--- src/sv/ps2a_pkg.sv ---
package ps2a_pkg;

  localparam int unsigned FIFO_DEPTH = 64;
  localparam int unsigned TABLE_SIZE = 128;
  localparam int unsigned PTR_W      = (FIFO_DEPTH > 1) ? $clog2(FIFO_DEPTH) : 1;
  localparam int unsigned CNT_W      = $clog2(FIFO_DEPTH + 1);
  localparam int unsigned CHAR_W     = 7;
  localparam int unsigned CODE_W     = 8;
  localparam int unsigned IDX_W      = $clog2(TABLE_SIZE);

  localparam logic [CODE_W-1:0] BREAK_PREFIX = 8'hf0;
  localparam logic [CODE_W-1:0] LSHIFT_CODE  = 8'h12;
  localparam logic [CODE_W-1:0] RSHIFT_CODE  = 8'h59;

  localparam logic ACT_SCAN = 1'b0;
  localparam logic ACT_READ = 1'b1;

  typedef logic [CHAR_W-1:0] char_t;

  typedef struct packed {
    logic  is_read;
    char_t ch;
  } cmd_t;

  function automatic char_t layout_lookup(input logic shift, input logic [IDX_W-1:0] code);
    logic [2*CHAR_W-1:0] r;
    r = '0;
    case (code)
      7'h0e: r = {7'h60, 7'h7e};
      7'h16: r = {7'h31, 7'h21};
      7'h1e: r = {7'h32, 7'h40};
      7'h26: r = {7'h33, 7'h23};
      7'h25: r = {7'h34, 7'h24};
      7'h2e: r = {7'h35, 7'h25};
      7'h36: r = {7'h36, 7'h5e};
      7'h3d: r = {7'h37, 7'h26};
      7'h3e: r = {7'h38, 7'h2a};
      7'h46: r = {7'h39, 7'h28};
      7'h45: r = {7'h30, 7'h29};
      7'h4e: r = {7'h2d, 7'h5f};
      7'h55: r = {7'h3d, 7'h2b};
      7'h66: r = {7'h7f, 7'h7f};
      7'h0d: r = {7'h09, 7'h09};
      7'h15: r = {7'h71, 7'h51};
      7'h1d: r = {7'h77, 7'h57};
      7'h24: r = {7'h65, 7'h45};
      7'h2d: r = {7'h72, 7'h52};
      7'h2c: r = {7'h74, 7'h54};
      7'h35: r = {7'h79, 7'h59};
      7'h3c: r = {7'h75, 7'h55};
      7'h43: r = {7'h69, 7'h49};
      7'h44: r = {7'h6f, 7'h4f};
      7'h4d: r = {7'h70, 7'h50};
      7'h54: r = {7'h5b, 7'h7b};
      7'h5b: r = {7'h5d, 7'h7d};
      7'h5d: r = {7'h5c, 7'h7c};
      7'h1c: r = {7'h61, 7'h41};
      7'h1b: r = {7'h73, 7'h53};
      7'h23: r = {7'h64, 7'h44};
      7'h2b: r = {7'h66, 7'h46};
      7'h34: r = {7'h67, 7'h47};
      7'h33: r = {7'h68, 7'h48};
      7'h3b: r = {7'h6a, 7'h4a};
      7'h42: r = {7'h6b, 7'h4b};
      7'h4b: r = {7'h6c, 7'h4c};
      7'h4c: r = {7'h3b, 7'h3a};
      7'h52: r = {7'h27, 7'h22};
      7'h5a: r = {7'h0a, 7'h0a};
      7'h1a: r = {7'h7a, 7'h5a};
      7'h22: r = {7'h78, 7'h58};
      7'h21: r = {7'h63, 7'h43};
      7'h2a: r = {7'h76, 7'h56};
      7'h32: r = {7'h62, 7'h42};
      7'h31: r = {7'h6e, 7'h4e};
      7'h3a: r = {7'h6d, 7'h4d};
      7'h41: r = {7'h2c, 7'h3c};
      7'h49: r = {7'h2e, 7'h3e};
      7'h4a: r = {7'h2f, 7'h3f};
      7'h29: r = {7'h20, 7'h20};
      default: r = '0;
    endcase
    return shift ? r[CHAR_W-1:0] : r[2*CHAR_W-1:CHAR_W];
  endfunction

endpackage

--- src/sv/ps2a_if.sv ---
interface ps2a_in_if;
  import ps2a_pkg::*;
  logic                valid;
  logic                ready;
  logic                action;
  logic [CODE_W-1:0]   scan_byte;

  modport source (output valid, output action, output scan_byte, input ready);
  modport sink   (input valid, input action, input scan_byte, output ready);
endinterface

interface ps2a_out_if;
  import ps2a_pkg::*;
  logic              valid;
  logic              ready;
  logic              decoded_valid;
  logic [CHAR_W-1:0] decoded_char;
  logic              dropped;
  logic [CHAR_W-1:0] read_char;
  logic              read_empty;

  modport source (output valid, output decoded_valid, output decoded_char, output dropped,
                  output read_char, output read_empty, input ready);
  modport sink   (input valid, input decoded_valid, input decoded_char, input dropped,
                  input read_char, input read_empty, output ready);
endinterface

--- src/sv/ps2a_front.sv ---
module ps2a_front (
  input  logic            clk_i,
  input  logic            rst_ni,
  ps2a_in_if.sink         in_i,
  output logic            cmd_valid_o,
  output ps2a_pkg::cmd_t  cmd_o,
  input  logic            cmd_ready_i
);
  import ps2a_pkg::*;

  logic shift_q, shift_d;
  logic break_q, break_d;
  logic accept;
  logic is_shift;
  logic [CODE_W-1:0] code;

  assign in_i.ready  = cmd_ready_i;
  assign cmd_valid_o = in_i.valid;
  assign accept      = in_i.valid && cmd_ready_i;
  assign code        = in_i.scan_byte;
  assign is_shift    = (code == LSHIFT_CODE) || (code == RSHIFT_CODE);

  always_comb begin
    shift_d       = shift_q;
    break_d       = break_q;
    cmd_o.is_read = (in_i.action == ACT_READ);
    cmd_o.ch      = '0;
    if (in_i.action == ACT_SCAN) begin
      if (code == BREAK_PREFIX) begin
        break_d = 1'b1;
      end else if (break_q) begin
        break_d = 1'b0;
        if (is_shift) shift_d = 1'b0;
      end else if (is_shift) begin
        shift_d = 1'b1;
      end else if (code < CODE_W'(TABLE_SIZE)) begin
        cmd_o.ch = layout_lookup(shift_q, code[IDX_W-1:0]);
      end
    end
  end

  always_ff @(posedge clk_i or negedge rst_ni) begin
    if (!rst_ni) begin
      shift_q <= 1'b0;
      break_q <= 1'b0;
    end else if (accept) begin
      shift_q <= shift_d;
      break_q <= break_d;
    end
  end

endmodule

--- src/sv/ps2a_cmd_queue.sv ---
module ps2a_cmd_queue (
  input  logic            clk_i,
  input  logic            rst_ni,
  input  logic            push_valid_i,
  input  ps2a_pkg::cmd_t  push_cmd_i,
  output logic            push_ready_o,
  output logic            pop_valid_o,
  output ps2a_pkg::cmd_t  pop_cmd_o,
  input  logic            pop_ready_i
);
  import ps2a_pkg::*;

  cmd_t       slot_q [2];
  logic       wr_q, rd_q;
  logic [1:0] cnt_q;
  logic       push, pop;

  assign push_ready_o = (cnt_q != 2'd2);
  assign pop_valid_o  = (cnt_q != 2'd0);
  assign pop_cmd_o    = slot_q[rd_q];
  assign push         = push_valid_i && push_ready_o;
  assign pop          = pop_valid_o && pop_ready_i;

  always_ff @(posedge clk_i) begin
    if (push) slot_q[wr_q] <= push_cmd_i;
  end

  always_ff @(posedge clk_i or negedge rst_ni) begin
    if (!rst_ni) begin
      wr_q  <= 1'b0;
      rd_q  <= 1'b0;
      cnt_q <= 2'd0;
    end else begin
      if (push) wr_q <= ~wr_q;
      if (pop)  rd_q <= ~rd_q;
      case ({push, pop})
        2'b10:   cnt_q <= cnt_q + 2'd1;
        2'b01:   cnt_q <= cnt_q - 2'd1;
        default: cnt_q <= cnt_q;
      endcase
    end
  end

endmodule

--- src/sv/ps2a_back.sv ---
module ps2a_back (
  input  logic            clk_i,
  input  logic            rst_ni,
  input  logic            cmd_valid_i,
  input  ps2a_pkg::cmd_t  cmd_i,
  output logic            cmd_ready_o,
  ps2a_out_if.source      out_o
);
  import ps2a_pkg::*;

  char_t            mem [FIFO_DEPTH];
  char_t            rdata_q;
  logic [PTR_W-1:0] head_q, tail_q;
  logic [CNT_W-1:0] count_q;
  logic             out_valid_q;
  logic             dec_valid_q, dropped_q, pop_q, empty_q;
  char_t            dec_char_q;
  logic             load, push_en, pop_en, full, empty, has_char;

  assign cmd_ready_o = !out_valid_q || out_o.ready;
  assign load        = cmd_valid_i && cmd_ready_o;
  assign full        = (count_q == CNT_W'(FIFO_DEPTH));
  assign empty       = (count_q == '0);
  assign has_char    = (cmd_i.ch != '0);
  assign pop_en      = load && cmd_i.is_read && !empty;
  assign push_en     = load && !cmd_i.is_read && has_char && !full;

  always_ff @(posedge clk_i) begin
    if (push_en) mem[tail_q] <= cmd_i.ch;
    if (pop_en)  rdata_q     <= mem[head_q];
  end

  always_ff @(posedge clk_i) begin
    if (load) begin
      dec_valid_q <= !cmd_i.is_read && has_char;
      dec_char_q  <= cmd_i.is_read ? '0 : cmd_i.ch;
      dropped_q   <= !cmd_i.is_read && has_char && full;
      pop_q       <= cmd_i.is_read && !empty;
      empty_q     <= cmd_i.is_read && empty;
    end
  end

  always_ff @(posedge clk_i or negedge rst_ni) begin
    if (!rst_ni) begin
      out_valid_q <= 1'b0;
      head_q      <= '0;
      tail_q      <= '0;
      count_q     <= '0;
    end else begin
      if (cmd_ready_o) out_valid_q <= cmd_valid_i;
      if (pop_en) begin
        head_q  <= (head_q == PTR_W'(FIFO_DEPTH - 1)) ? '0 : head_q + PTR_W'(1);
        count_q <= count_q - CNT_W'(1);
      end
      if (push_en) begin
        tail_q  <= (tail_q == PTR_W'(FIFO_DEPTH - 1)) ? '0 : tail_q + PTR_W'(1);
        count_q <= count_q + CNT_W'(1);
      end
    end
  end

  assign out_o.valid         = out_valid_q;
  assign out_o.decoded_valid = dec_valid_q;
  assign out_o.decoded_char  = dec_char_q;
  assign out_o.dropped       = dropped_q;
  assign out_o.read_char     = pop_q ? rdata_q : '0;
  assign out_o.read_empty    = empty_q;

  a_count_range: assert property (@(posedge clk_i) disable iff (!rst_ni)
    count_q <= CNT_W'(FIFO_DEPTH))
    else $error("fifo count above depth");

  a_drop_only_full: assert property (@(posedge clk_i) disable iff (!rst_ni)
    load && !cmd_i.is_read && has_char && full |=> out_valid_q && dropped_q && dec_valid_q)
    else $error("full fifo push not flagged as dropped");

  a_kind_exclusive: assert property (@(posedge clk_i) disable iff (!rst_ni)
    out_valid_q && (pop_q || empty_q) |-> !dec_valid_q && !dropped_q)
    else $error("read result carries decode flags");

  a_pop_counts: assert property (@(posedge clk_i) disable iff (!rst_ni)
    pop_en |=> count_q == $past(count_q) - CNT_W'(1))
    else $error("pop did not decrement count");

endmodule

--- src/sv/ps2_scancode_to_ascii_fifo_top.sv ---
// PS/2 set-2 keyboard decoder with a character buffer. Each input transfer carries either a
// received scancode byte or a read request, and each yields exactly one output transfer.
// A front stage tracks shift and break-prefix state and looks up the ASCII code; a two-entry
// command queue decouples it from the back stage, which owns the 64-entry character buffer
// and the output register. One item is taken per cycle when the output side keeps up; each
// input transfer is held first in a queue slot and then in the output register, while the
// buffer read is registered alongside the latter. A character arriving with the buffer full
// is still reported but flagged dropped; a read with the buffer empty returns zero with
// read_empty set.
module ps2_scancode_to_ascii_fifo_top (
  input  logic         clk_i,
  input  logic         rst_ni,
  ps2a_in_if.sink      in_i,
  ps2a_out_if.source   out_o
);
  import ps2a_pkg::*;

  logic front_valid, front_ready;
  cmd_t front_cmd;
  logic back_valid, back_ready;
  cmd_t back_cmd;

  ps2a_front u_front (
    .clk_i       (clk_i),
    .rst_ni      (rst_ni),
    .in_i        (in_i),
    .cmd_valid_o (front_valid),
    .cmd_o       (front_cmd),
    .cmd_ready_i (front_ready)
  );

  ps2a_cmd_queue u_queue (
    .clk_i        (clk_i),
    .rst_ni       (rst_ni),
    .push_valid_i (front_valid),
    .push_cmd_i   (front_cmd),
    .push_ready_o (front_ready),
    .pop_valid_o  (back_valid),
    .pop_cmd_o    (back_cmd),
    .pop_ready_i  (back_ready)
  );

  ps2a_back u_back (
    .clk_i       (clk_i),
    .rst_ni      (rst_ni),
    .cmd_valid_i (back_valid),
    .cmd_i       (back_cmd),
    .cmd_ready_o (back_ready),
    .out_o       (out_o)
  );

endmodule
--- src/flat_wrapper.sv ---
// flat-port wrapper written by rule: the top's interface ports become plain ports
module ps2_scancode_to_ascii_fifo_top_flat import ps2a_pkg::*;
  (clk_i, rst_ni, in_i_valid, in_i_action, in_i_scan_byte, in_i_ready, out_o_valid, out_o_decoded_valid, out_o_decoded_char, out_o_dropped, out_o_read_char, out_o_read_empty, out_o_ready);
  ps2a_in_if in_i_i ();
  ps2a_out_if out_o_i ();
  input  logic clk_i;
  input  logic rst_ni;
  input wire logic [$bits(in_i_i.valid)-1:0] in_i_valid;
  input wire logic [$bits(in_i_i.action)-1:0] in_i_action;
  input wire logic [$bits(in_i_i.scan_byte)-1:0] in_i_scan_byte;
  output wire logic [$bits(in_i_i.ready)-1:0] in_i_ready;
  output wire logic [$bits(out_o_i.valid)-1:0] out_o_valid;
  output wire logic [$bits(out_o_i.decoded_valid)-1:0] out_o_decoded_valid;
  output wire logic [$bits(out_o_i.decoded_char)-1:0] out_o_decoded_char;
  output wire logic [$bits(out_o_i.dropped)-1:0] out_o_dropped;
  output wire logic [$bits(out_o_i.read_char)-1:0] out_o_read_char;
  output wire logic [$bits(out_o_i.read_empty)-1:0] out_o_read_empty;
  input wire logic [$bits(out_o_i.ready)-1:0] out_o_ready;
  assign in_i_i.valid = in_i_valid;
  assign in_i_i.action = in_i_action;
  assign in_i_i.scan_byte = in_i_scan_byte;
  assign in_i_ready = in_i_i.ready;
  assign out_o_valid = out_o_i.valid;
  assign out_o_decoded_valid = out_o_i.decoded_valid;
  assign out_o_decoded_char = out_o_i.decoded_char;
  assign out_o_dropped = out_o_i.dropped;
  assign out_o_read_char = out_o_i.read_char;
  assign out_o_read_empty = out_o_i.read_empty;
  assign out_o_i.ready = out_o_ready;
  ps2_scancode_to_ascii_fifo_top u_core (.clk_i(clk_i), .rst_ni(rst_ni), .in_i(in_i_i), .out_o(out_o_i));
endmodule
--- config.mk ---
export PLATFORM = sky130hd
export DESIGN_NAME = ps2_scancode_to_ascii_fifo_top_flat
export DESIGN_NICKNAME = d
export VERILOG_FILES = /design/src/sv/ps2a_pkg.sv /design/src/sv/ps2a_if.sv /design/src/sv/ps2a_front.sv /design/src/sv/ps2a_cmd_queue.sv /design/src/sv/ps2a_back.sv /design/src/sv/ps2_scancode_to_ascii_fifo_top.sv /design/src/flat_wrapper.sv
export SDC_FILE = /design/constraint.sdc
export NUM_CORES = 1
export LEC_CHECK = 0
export ABC_AREA = 1
export BUFFER_PORTS_ARGS = -buffer_cell sky130_fd_sc_hd__buf_4
export CORE_MARGIN = 1
export CORE_UTILIZATION = 35
export CTS_CLUSTER_DIAMETER = 80
export DETAILED_ROUTE_END_ITERATION = 12
export PLACE_DENSITY = 0.47
export SETUP_SLACK_MARGIN = 0.2
export SYNTH_ARGS = -nofsm -noshare
export SYNTH_HDL_FRONTEND = slang
export SYNTH_SLANG_ARGS = --single-unit
--- constraint.sdc ---
create_clock -name clk_i -period 3.6 [get_ports clk_i]
set_input_delay 0.18 -clock clk_i [delete_from_list [all_inputs] [get_ports clk_i]]
set_output_delay 0.18 -clock clk_i [all_outputs]
set_load 0.005 [all_outputs]
==> impl_results.md, run 1 <==
- Post-DP HPWL: 40.8 mm
- Reg2Reg Setup Slack: 0.60 ns
- Post-route worst setup slack: 0.596 ns
- First-pass GRT wire length: 100 mm
- Mapped Cells: 2,310
- DR vias: 16,400
- Startpoint types: flip-flop
- Rows: 93
- Vias in the first global route: 16,600
- Final Max Tran Viols: 0
- 1st-pass router iterations: 5
- CP Class: reg2reg
- Critical path fanouts, max: 14
- Top FF cell, synth: edfxtp_1
- CTS tree: done
- Static Leak: 0.0105 µW
- Initial core utilization: 35.5%
- Synthesized cell area: 22,900 µm²
- Port buffer count: 31
- Post-synthesis register bit count: 508
- Routability cong.: 0.876
- Total Negative Setup Slacks: 0 ns
- Final Critical Period: 3.00 ns
- Synth Area in XOR/XNOR: 0.535%
- Yosys cell types: 39
- Starting DRT DRC Count: 1,453
- # clock sinks: 508
- Grt total ovfl: 0
- Synth async-reset ratio: 5.12%
- R2r startpoint: u_core.u_queue.rd_q
- Largest family of logic cells by synthesized area: simple AND/OR/NAND/NOR gates
- CTS hold repair buffers: 4
- EDFF count, synth: 482
- # resized after CTS: 0
- # diodes: 0
- VDD IR max: 0.781 mV
- Synth Area in Adders: 0.907%
- Worst slack at placement: 0.621 ns
- Complex-gate fraction of the synthesized area: 3.99%
- Postcts setup bufs: 0
- DR vias/cell: 5.01
- Syn_nets: 2,339
- IO Count: 32
- Worst-path clk slew: 0.06 ns
- Commonest cells after routing, fill and taps aside: nand2_1 (671), edfxtp_1 (482), nor2_1 (308), nand3_1 (256), inv_1 (192)
- Crit. End Element: flip-flop
- Mux cell area share after synthesis: 0%
- Final setup fails: 0
- Max_cap viols: 0
- CTS buffer count: 55
- Most common cell after layout, fill and taps aside: nand2_1
- DIE AREA: 66,500 µm²
- Skew final: 0.0182 ns
- Worst slew pin tran: 1.06 ns
- DIE WIDTH: 258 µm
- Pwr per Cell Area: 843 nW/µm²
- Avg Cell Area, Syn: 9.92 µm²
- Synth area leader: edfxtp_1
- RSZ-0062 raised after global routing: no
- Final Hold Viols: 0
- Status: completed
- Critical Path Start: u_core.u_queue.rd_q
- Fill cell count: 6,381
- Clk buf depth: 3
- Fmax: 0.333 GHz
- Die Y: 258 µm
- WL final: 65.8 mm
- Drt wl/cell: 20.2 µm
- Residual DRC: 0
- Post-synth top area share: 63.2%
- CP required: 3.83 ns
- CP arrival: 3.24 ns
- Area growth, synth to finish: 14.4%
- Slew headroom: 29.4%
- Layout cells sized above 1: 9.05%
- Synth area leaders: edfxtp_1 (63%), nand2_1 (11%), nand3_1 (5.6%), nor2_1 (5.1%), inv_1 (3.3%)
- Antenna-violating nets left: 0
- Initial antenna violation count: 1
- H-tree Lvls: 2
- Fin crit share: 83.5%
- Total Routing Usage GR: 19.9%
- Simple-Gate Fraction of Synth Area: 23.1%
- Largest net degree at the start of global routing: 95
- Core area: 64,600 µm²
- Post-synthesis sequential area ratio: 66.0%
- Clk root buf: clkbuf_16
- Clock latency on the worst-skew pair: 0.61 ns
- Yosys Warn Count: 0
- Worst min path class: in2async
- # nets final: 2,394
==> per-layer routing <==
layer | track usage (%) | vias to the layer above | share of wire, %
met5 | 0 | - | 0.026
met4 | 6.34 | 2 | 2.6
met3 | 3.81 | 97 | 6.4
met2 | 31.5 | 497 | 46
met1 | 27.5 | 7960 | 45
li1 | - | 7796 | -
==> flip-flops by register name, indices dropped and copies added, names as in the netlist, 2 cells and up <==
signal / cells
u_core.u_back.head_q: 6
u_core.u_queue.slot_q: 16
u_core.u_queue.cnt_q: 2
u_core.u_back.rdata_q: 7
u_core.u_back.count_q: 7
u_core.u_back.tail_q: 6
u_core.u_back.mem: 448
u_core.u_back.out_o.decoded_char: 7
==> cell usage after synthesis, types with 2 or more instances <==
cell type  number
a21o_1          2
a21oi_1        38
a31oi_1         4
and3_1          2
buf_1          20
buf_2          33
buf_4           8
clkbuf_1       41
clkinv_1        3
dfrtp_1        26
edfxtp_1      482
ha_1           15
inv_1         199
inv_2           5
nand2_1       672
nand2_2         4
nand2_4         5
nand3_1       256
nand4_1        14
nor2_1        309
nor2_2          2
nor3_1          7
o211ai_1        3
o21ai_0       120
o21ai_1         6
or2_2           9
xnor2_1         4
xor2_1         10
==> cell families after synthesis <==
group           Yosys count
simple gates           1284
flops                   508
buf+inv                 311
compound gates          177
fa+ha+maj                16
xor+xnor                 14
==> through the flow <==
stage / instance area, µm² / hold slack, ns / power [µW] / cells / utilization [%]
2_1_floorplan: 22900 / -0.116 / 13200 / 2310 / -
3_3_place_gp: 24400 / 0.147 / 16500 / 3159 / 37.7
3_5_place_dp: 24400 / 0.148 / 16500 / 3159 / 37.7
4_1_cts: 26200 / 0.0338 / 22300 / 3264 / 40.6
5_1_grt: 26200 / 0.0678 / 23400 / 3264 / 40.6
6_report: 26200 / 0.0493 / 22100 / 3264 / 40.6
==> layout make-up <==
class                           instances  area (µm²)  area share [%]
Clock buffer                           71        1500            5.72
Clock inverter                         30         319            1.22
Inverter                              207         792            3.02
Multi-Input combinational cell       1491        6540            25.0
Sequential cell                       508       15100            57.7
Tap cell                              855        1070            4.08
Timing Repair Buffer                  102         863            3.29
==> worst paths after layout <==
check	cells after the start	endpoint
setup reg to reg	9	u_core.u_back.mem[29][5]
min in group clk_i	6	u_core.u_front.shift_q
max in group asynchronous	2	u_core.u_back.head_q[1]
setup / recovery	9	u_core.u_back.mem[29][5]
hold reg to reg	1	u_core.u_front.shift_q
hold / removal	2	u_core.u_back.count_q[2]
==> power breakdown <==
part	leakage, µW	internal [µW]	switching (µW)
clock network	0.000900	3420	2320
logic	0.00492	2140	6040
registers	0.00466	7860	328
total	0.0105	13400	8680
==> critical path: stages (launching register included) <==
cell and delay, ns:
dfrtp_1 0.60, inv_2 0.11, nand2_1 0.12, nand2_4 0.09, nor2_2 0.20, nand3_2 0.27
buf_4 0.28, nor2_8 0.16, nand2_4 0.24, nor2_1 0.56
(Power assumes the default switching activity.)
==> run 2, diff against run 1 <==
--- a/config.mk
+++ b/config.mk
@@ -5,7 +5,7 @@
 export SDC_FILE = /design/constraint.sdc
 export NUM_CORES = 1
 export LEC_CHECK = 0
-export ABC_AREA = 1
+export ABC_AREA = 0
 export BUFFER_PORTS_ARGS = -buffer_cell sky130_fd_sc_hd__buf_4
 export CORE_MARGIN = 1
 export CORE_UTILIZATION = 35
==> constraint.sdc (replaced) <==
create_clock -name clk_i -period 3.1 [get_ports clk_i]
set_input_delay 0.155 -clock clk_i [delete_from_list [all_inputs] [get_ports clk_i]]
set_output_delay 0.155 -clock clk_i [all_outputs]
set_load 0.005 [all_outputs]
==> run 2 against run 1 <==
Synthesized area fell by 5.2%; clock-buffer cell count up 3; fmax is 10% higher; sequential power up 12%; clock skew increased by 0.0077 ns; final cell count decreased by 31%; flip-flop and latch count unchanged; highest routed layer is now met4; routed wire length decreased by 16%; power increased by 2.2%; non-clock buffer count increased by 63; critical path type unchanged; sequential share of layout area rose by 1.9 points.
==> impl_results.md, run 2 <==
- Status: completed (unchanged)
- Die Y: 251 µm (was 258 µm)
- Total Routing Usage GR: 18.0% (was 19.9%)
- Clk root buf: clkbuf_16 (unchanged)
- Skew final: 0.0258 ns (was 0.0182 ns)
- Starting DRT DRC Count: 1,082 (was 1,453)
- Postcts setup bufs: 0 (unchanged)
- Most flops, register: u_core.u_back.mem (unchanged)
- R2r startpoint: u_core.u_back.head_q[0] (was u_core.u_queue.rd_q)
- Hold_sp: in_i_scan_byte[5]
- Synthesized cell area: 21,700 µm² (was 22,900 µm²)
- Synth area leaders: edfxtp_1 (67%), mux4_2 (10%), dfrtp_1 (3.0%), nor2_1 (1.8%), mux4_1 (1.8%) (was edfxtp_1 (63%), nand2_1 (11%), nand3_1 (5.6%), nor2_1 (5.1%), inv_1 (3.3%))
- Regs by FF count: u_core.u_back.mem (448), u_core.u_queue.slot_q (16) (unchanged)
- Worst path bufs/invs: 2 (unchanged)
- Multi-input gate area: 6160 µm² (was 6540 µm²)
- Startpoint types: flip-flop (unchanged)
- Port buffer count: 31 (unchanged)
- RSZ-0062 raised after global routing: no (unchanged)
- 1st-pass router iterations: 5 (unchanged)
- Fmax: 0.366 GHz (was 0.333 GHz)
- Final setup fails: 0 (unchanged)
- Synth area leader: edfxtp_1 (unchanged)
- Largest net degree at the start of global routing: 65 (was 95)
- First-pass GRT wire length: 83.4 mm (was 100 mm)
- Grt total ovfl: 0 (unchanged)
- Critical Path Start: u_core.u_back.head_q[0] (was u_core.u_queue.rd_q)
- Pwr per Cell Area: 890 nW/µm² (was 843 nW/µm²)
- Post-synthesis register bit count: 508 (unchanged)
- IO Count: 32 (unchanged)
- Rows: 90 (was 93)
- # nets final: 1,443 (was 2,394)
- Critical-path top delay cell: mux4_1 (was dfrtp_1)
- Initial antenna violation count: 1 (unchanged)
- Worst slew pin tran: 1.08 ns (was 1.06 ns)
- CP Class: reg2reg (unchanged)
- EDFF count, synth: 482 (unchanged)
- Syn_nets: 1,303 (was 2,339)
- Mapped Cells: 1,274 (was 2,310)
- Layout cells sized above 1: 25.1% (was 9.05%)
- Yosys Warn Count: 0 (unchanged)
- Max_cap viols: 0 (unchanged)
- Final Hold Viols: 0 (unchanged)
- Final Critical Period: 2.73 ns (was 3.00 ns)
- Commonest cells after routing, fill and taps aside: edfxtp_1 (482), buf_4 (149), nor2_1 (107), mux4_2 (98), nand2_1 (59) (was nand2_1 (671), edfxtp_1 (482), nor2_1 (308), nand3_1 (256), inv_1 (192))
- CP required: 3.45 ns (was 3.83 ns)
- Worst r2r dst: u_core.u_back.rdata_q[2] (was u_core.u_back.mem[29][5])
- Post-synthesis sequential area ratio: 69.6% (was 66.0%)
- Critical path's top delay family: compound AO/OA/AOI/OAI gates (was simple AND/OR/NAND/NOR gates)
- Post-synth top area share: 66.6% (was 63.2%)
- Number of flip-flops in the largest register: 448 (unchanged)
- Avg Cell Area, Syn: 17.1 µm² (was 9.92 µm²)
- Hold Worst Slack: 0.141 ns (was 0.0493 ns)
- Static Leak: 0.00848 µW (was 0.0105 µW)
- Worst min path class: in2reg (was in2async)
- Vias in the first global route: 12,300 (was 16,600)
- Core area: 60,800 µm² (was 64,600 µm²)
- CP Cell Sequence: buf_12, buf_4, mux4_1, a211oi_1, o21a_1, a221oi_1, o221a_2 (was inv_2, nand2_1, nand2_4, nor2_2, nand3_2, buf_4, nor2_8, nand2_4, nor2_1)
- Yosys cell types: 73 (was 39)
- WHS Endpoint: u_core.u_queue.slot_q[0][0]
- Clock latency on the worst-skew pair: 0.61 ns (about the same)
- WL final: 55.2 mm (was 65.8 mm)
- # diodes: 0 (unchanged)
- Top FF cell, synth: edfxtp_1 (unchanged)
- Drt wl/cell: 24.7 µm (was 20.2 µm)
- VDD IR max: 0.549 mV (was 0.781 mV)
- CTS buffer count: 54 (was 55)
- H-tree Lvls: 2 (unchanged)
- DIE AREA: 63,100 µm² (was 66,500 µm²)
- CP arrival: 3.08 ns (was 3.24 ns)
- Total Negative Setup Slacks: 0 ns (unchanged)
- Worst-path clk slew: 0.06 ns (about the same)
- Reg area: 15,100 µm² (about the same)
- Max stage delay on crit path: 0.61 ns (was 0.60 ns)
- Crit. End Element: flip-flop (unchanged)
- Post-DP HPWL: 35.4 mm (was 40.8 mm)
- R2r worst-path depth: 7 (was 9)
- Fin crit share: 88.1% (was 83.5%)
- Critical path fanouts, max: 25 (was 14)
- Post-synth top cells: edfxtp_1 (482), nor2_1 (107), mux4_2 (98), nand2_1 (59), a21oi_1 (39) (was nand2_1 (672), edfxtp_1 (482), nor2_1 (309), nand3_1 (256), inv_1 (199))
- DIE WIDTH: 251 µm (was 258 µm)
- Synth async-reset ratio: 5.12% (unchanged)
- Slew headroom: 28.1% (was 29.4%)
- Area growth, synth to finish: 16.8% (was 14.4%)
- Clk buf depth: 3 (unchanged)
- Initial core utilization: 35.7% (was 35.5%)
- Final Max Tran Viols: 0 (unchanged)
- DR vias: 12,100 (was 16,400)
- Reg2Reg Setup Slack: 0.37 ns (was 0.60 ns)
- Routability cong.: 0.876 (about the same)
- Most common cell after layout, fill and taps aside: edfxtp_1 (was nand2_1)
- DR vias/cell: 5.41 (was 5.01)
- Fill cell count: 5,458 (was 6,381)
- Antenna-violating nets left: 0 (unchanged)
- Worst hold stages: 3
- CTS tree: done (unchanged)
- # clock sinks: 508 (unchanged)
- Residual DRC: 0 (unchanged)
- Most common cell in the netlist: edfxtp_1 (was nand2_1)
-- run 2: layer usage --
layer	wire, µm	GRT usage, %	up-vias
met3	2530	2.22	76
met1	25100	26.0	6316
li1	-	-	5409
met5	0	0	-
met2	26500	28.7	316
met4	1100	4.72	0
-- run 2: cell families (layout without fill, tap and decap cells) --
logic type	count (synthesis)	in the layout	share of synthesized area, %
AOI/OAI and AO/OA	185	185	5.79
DFF	508	508	69.6
and+or+nand+nor	289	289	6.37
buffers and inverters	98	281	2.30
xor gates and xnor gates	17	17	0.685
adders and majority gates	16	16	0.956
muxes	161	161	14.3
-- run 2: layout make-up --
class	count	area share, %
Multi-Input combinational cell	668	24.3
Tap cell	782	3.85
Inverter	17	0.276
Clock inverter	25	0.868
Timing Repair Buffer	165	5.31
Sequential cell	508	59.6
Clock buffer	74	5.82
-- run 2: timing repair --
action | CTS | global route
endpoints found under the setup margin | 0 | 1
resized for setup | 0 | 2
hold endpoints to repair | 34 | 0
hold buffers | 9 | 0
-- run 2: worst max-delay path by stage --
stage                                    end  slack (ns)  cells past startpoint
detailed placement  u_core.u_back.rdata_q[2]        0.38                      7
global route        u_core.u_back.count_q[6]        0.23                     12
floorplan           u_core.u_back.count_q[5]        0.15                     11
finish              u_core.u_back.rdata_q[2]        0.37                      7
global placement    u_core.u_back.rdata_q[2]        0.39                      7
CTS                 u_core.u_back.rdata_q[2]        0.37                      7
-- run 2: metrics by stage --
step	instance area (µm²)	power [µW]	std cells	worst slack [ns]	util, %
floorplan	21800	13900	1274	0.153	-
detailed placement	23600	16600	2131	0.376	38.8
finish	25400	22600	2239	0.370	41.7
global placement	23600	16600	2131	0.392	38.8
global route	25400	23700	2239	0.229	41.7
CTS	25400	22900	2239	0.371	41.7
-- run 2: worst register-to-register path, stage by stage (launching register included) --
cell and delay (ns):
dfrtp_4 0.54, buf_12 0.26, buf_4 0.21, mux4_1 0.61
a211oi_1 0.37, o21a_1 0.16, a221oi_1 0.05, o221a_2 0.30
-- run 2: report_power, final --
group          switching [µW]  internal (µW)
clock                    2660           3580
sequential                430           8780
combinational            4120           3020
total                    7220          15400
==> run 3, diff against run 2 <==
--- a/config.mk
+++ b/config.mk
@@ -12,6 +12,7 @@
 export CTS_CLUSTER_DIAMETER = 80
 export DETAILED_ROUTE_END_ITERATION = 12
 export PLACE_DENSITY = 0.47
+export REMOVE_ABC_BUFFERS = 1
 export SETUP_SLACK_MARGIN = 0.2
 export SYNTH_ARGS = -nofsm -noshare
 export SYNTH_HDL_FRONTEND = slang
==> run 3 against run 2 <==
Clock-buffer cell count rose by 2; non-clock buffer count fell by 49; sequential share of layout area rose by 0.93 points; fmax rose by 0.10%; via count fell by 0.79%; critical path depth fell by 1; critical path type unchanged; critical endpoint is now u_core.u_back.rdata_q[3].
==> impl_results.md, run 3 (synthesis gave the netlist of run 2 again) <==
- CP Cell Sequence: buf_12, buf_4, mux4_2, mux4_2, nor3_1, nor3_1 (was buf_12, buf_4, mux4_1, a211oi_1, o21a_1, a221oi_1, o221a_2)
- CP arrival: 3.07 ns (was 3.08 ns)
- Regs by FF count: u_core.u_back.mem (448), u_core.u_queue.slot_q (16) (unchanged)
- Worst min path class: in2async (was in2reg)
- Largest net degree at the start of global routing: 66 (was 65)
- Postcts setup bufs: 0 (unchanged)
- Grt total ovfl: 0 (unchanged)
- CP required: 3.45 ns (about the same)
- Vias in the first global route: 12,100 (was 12,300)
- Layout cells sized above 1: 22.1% (was 25.1%)
- VDD IR max: 0.436 mV (was 0.549 mV)
- 1st-pass router iterations: 5 (unchanged)
- Initial antenna violation count: 0 (was 1)
- Pwr per Cell Area: 903 nW/µm² (was 890 nW/µm²)
- DR vias: 12,000 (was 12,100)
- Fin crit share: 88.0% (was 88.1%)
- Port buffer count: 31 (unchanged)
- Worst slew pin tran: 1.15 ns (was 1.08 ns)
- Rows: 90 (unchanged)
- RSZ-0062 raised after global routing: yes (was no)
- Startpoint types: flip-flop (unchanged)
- Critical path's top delay family: multiplexers (was compound AO/OA/AOI/OAI gates)
- Drt wl/cell: 25.2 µm (was 24.7 µm)
- Skew final: 0.0230 ns (was 0.0258 ns)
- First-pass GRT wire length: 81.5 mm (was 83.4 mm)
- Die Y: 251 µm (unchanged)
- Antenna-violating nets left: 0 (unchanged)
- Placed inst area: 23,200 µm² (was 23,600 µm²)
- Initial core utilization: 35.7% (unchanged)
- Final Hold Viols: 0 (unchanged)
- DIE AREA: 63,100 µm² (unchanged)
- CTS buffer count: 56 (was 54)
- Final setup fails: 0 (unchanged)
- IO Count: 32 (unchanged)
- Critical path fanouts, max: 20 (was 25)
- Max_cap viols: 0 (unchanged)
- DIE WIDTH: 251 µm (unchanged)
- Area growth, synth to finish: 15.0% (was 16.8%)
- Worst path bufs/invs: 2 (unchanged)
- # diodes: 0 (unchanged)
- Core area: 60,800 µm² (unchanged)
- Clock latency on the worst-skew pair: 0.61 ns (about the same)
- Fill cell count: 5,525 (was 5,458)
- Clk root buf: clkbuf_16 (unchanged)
- Utilization after layout: 41.1% (was 41.7%)
- Routability cong.: 0.867 (was 0.876)
- Final instance area: 25,000 µm² (was 25,400 µm²)
- Slew headroom: 23.6% (was 28.1%)
- Residual DRC: 0 (unchanged)
- Critical-path top delay cell: mux4_2 (was mux4_1)
- Crit. End Element: flip-flop (unchanged)
- Most common cell after layout, fill and taps aside: edfxtp_1 (unchanged)
- CP Class: reg2reg (unchanged)
- Post-DP HPWL: 34.4 mm (was 35.4 mm)
- CTS tree: done (unchanged)
- Clk buf depth: 3 (unchanged)
- # clock sinks: 508 (unchanged)
- Number of flip-flops in the largest register: 448 (unchanged)
- Power Total: 22,600 µW (about the same)
- Starting DRT DRC Count: 1,134 (was 1,082)
- H-tree Lvls: 2 (unchanged)
- Worst-path clk slew: 0.06 ns (about the same)
- Final Max Tran Viols: 0 (unchanged)
- Fmax: 0.367 GHz (was 0.366 GHz)
- Commonest cells after routing, fill and taps aside: edfxtp_1 (482), nor2_1 (107), buf_4 (99), mux4_2 (98), nand2_1 (59) (was edfxtp_1 (482), buf_4 (149), nor2_1 (107), mux4_2 (98), nand2_1 (59))
- WL final: 55.2 mm (about the same)
- Static Leak: 0.00821 µW (was 0.00848 µW)
- Final Critical Period: 2.73 ns (about the same)
- Status: completed (unchanged)
- Most flops, register: u_core.u_back.mem (unchanged)
- Total Routing Usage GR: 17.6% (was 18.0%)
- # nets final: 1,396 (was 1,443)
- DR vias/cell: 5.48 (was 5.41)
- Max stage delay on crit path: 0.58 ns (was 0.61 ns)
## run 3: changes by cell type in the layout (fill, tap and decap cells not counted), moves of 3 or more
cell,previous run,this run
clkbuf_1,15,19
buf_4,149,99
clkinv_1,9,12
clkbuf_8,5,1
buf_12,7,10
## run 3: path summary, 6_finish.rpt
| check | start | endpoint | slack (ns) | depth (start not counted) |
|---|---|---|---|---|
| max reg2reg | u_core.u_back.head_q[0] | u_core.u_back.rdata_q[3] | 0.37 | 6 |
| min reg2reg | u_core.u_front.break_q | u_core.u_front.shift_q | 0.47 | 1 |
| min | rst_ni | u_core.u_queue.cnt_q[1] | 0.03 | 2 |
| max in group asynchronous | rst_ni | u_core.u_back.head_q[0] | 2.72 | 2 |
| max | u_core.u_back.head_q[0] | u_core.u_back.rdata_q[3] | 0.37 | 6 |
| min in group clk_i | in_i_scan_byte[5] | u_core.u_queue.slot_q[0][2] | 0.17 | 2 |
## run 3: repair_timing
item	4_1_cts	5_1_grt
resized for setup	1	5
hold buffers	7	0
endpoints found under the hold margin	34	0
setup endpoints to repair	1	17
## run 3: cell type report
cell class | instances | area (µm²) | share of cell area, %
multi-input cells | 668 | 6130 | 24.5
well taps | 782 | 978 | 3.91
clock buffers | 76 | 1490 | 5.95
inverters | 17 | 66.3 | 0.265
clock inverters | 25 | 186 | 0.746
flip-flops and latches | 508 | 15100 | 60.6
repair buffers | 116 | 1010 | 4.06
## run 3: power breakdown
group          internal [µW]  switching, µW  total [µW]
clock                   3510           2670        6180
sequential              8780            408        9190
combinational           3050           4160        7210
## run 3: routing by layer
layer	track usage [%]	vias to the layer above	part of all wire, %
met3	2.73	78	4.7
met5	0	-	0
li1	-	5326	-
met1	25.8	6267	47
met4	4.20	0	1.9
met2	27.5	350	47
## run 3: metrics by stage
step / TNS [ns] / std cells / hold WS (ns) / setup slack (ns)
2_1_floorplan: -100.18 / 1193 / -0.141 / -3.30
3_3_place_gp: 0 / 2084 / 0.123 / 0.276
3_5_place_dp: 0 / 2084 / 0.134 / 0.148
4_1_cts: 0 / 2192 / 0.0162 / 0.238
5_1_grt: 0 / 2192 / 0.0515 / 0.200
6_report: 0 / 2192 / 0.0327 / 0.373
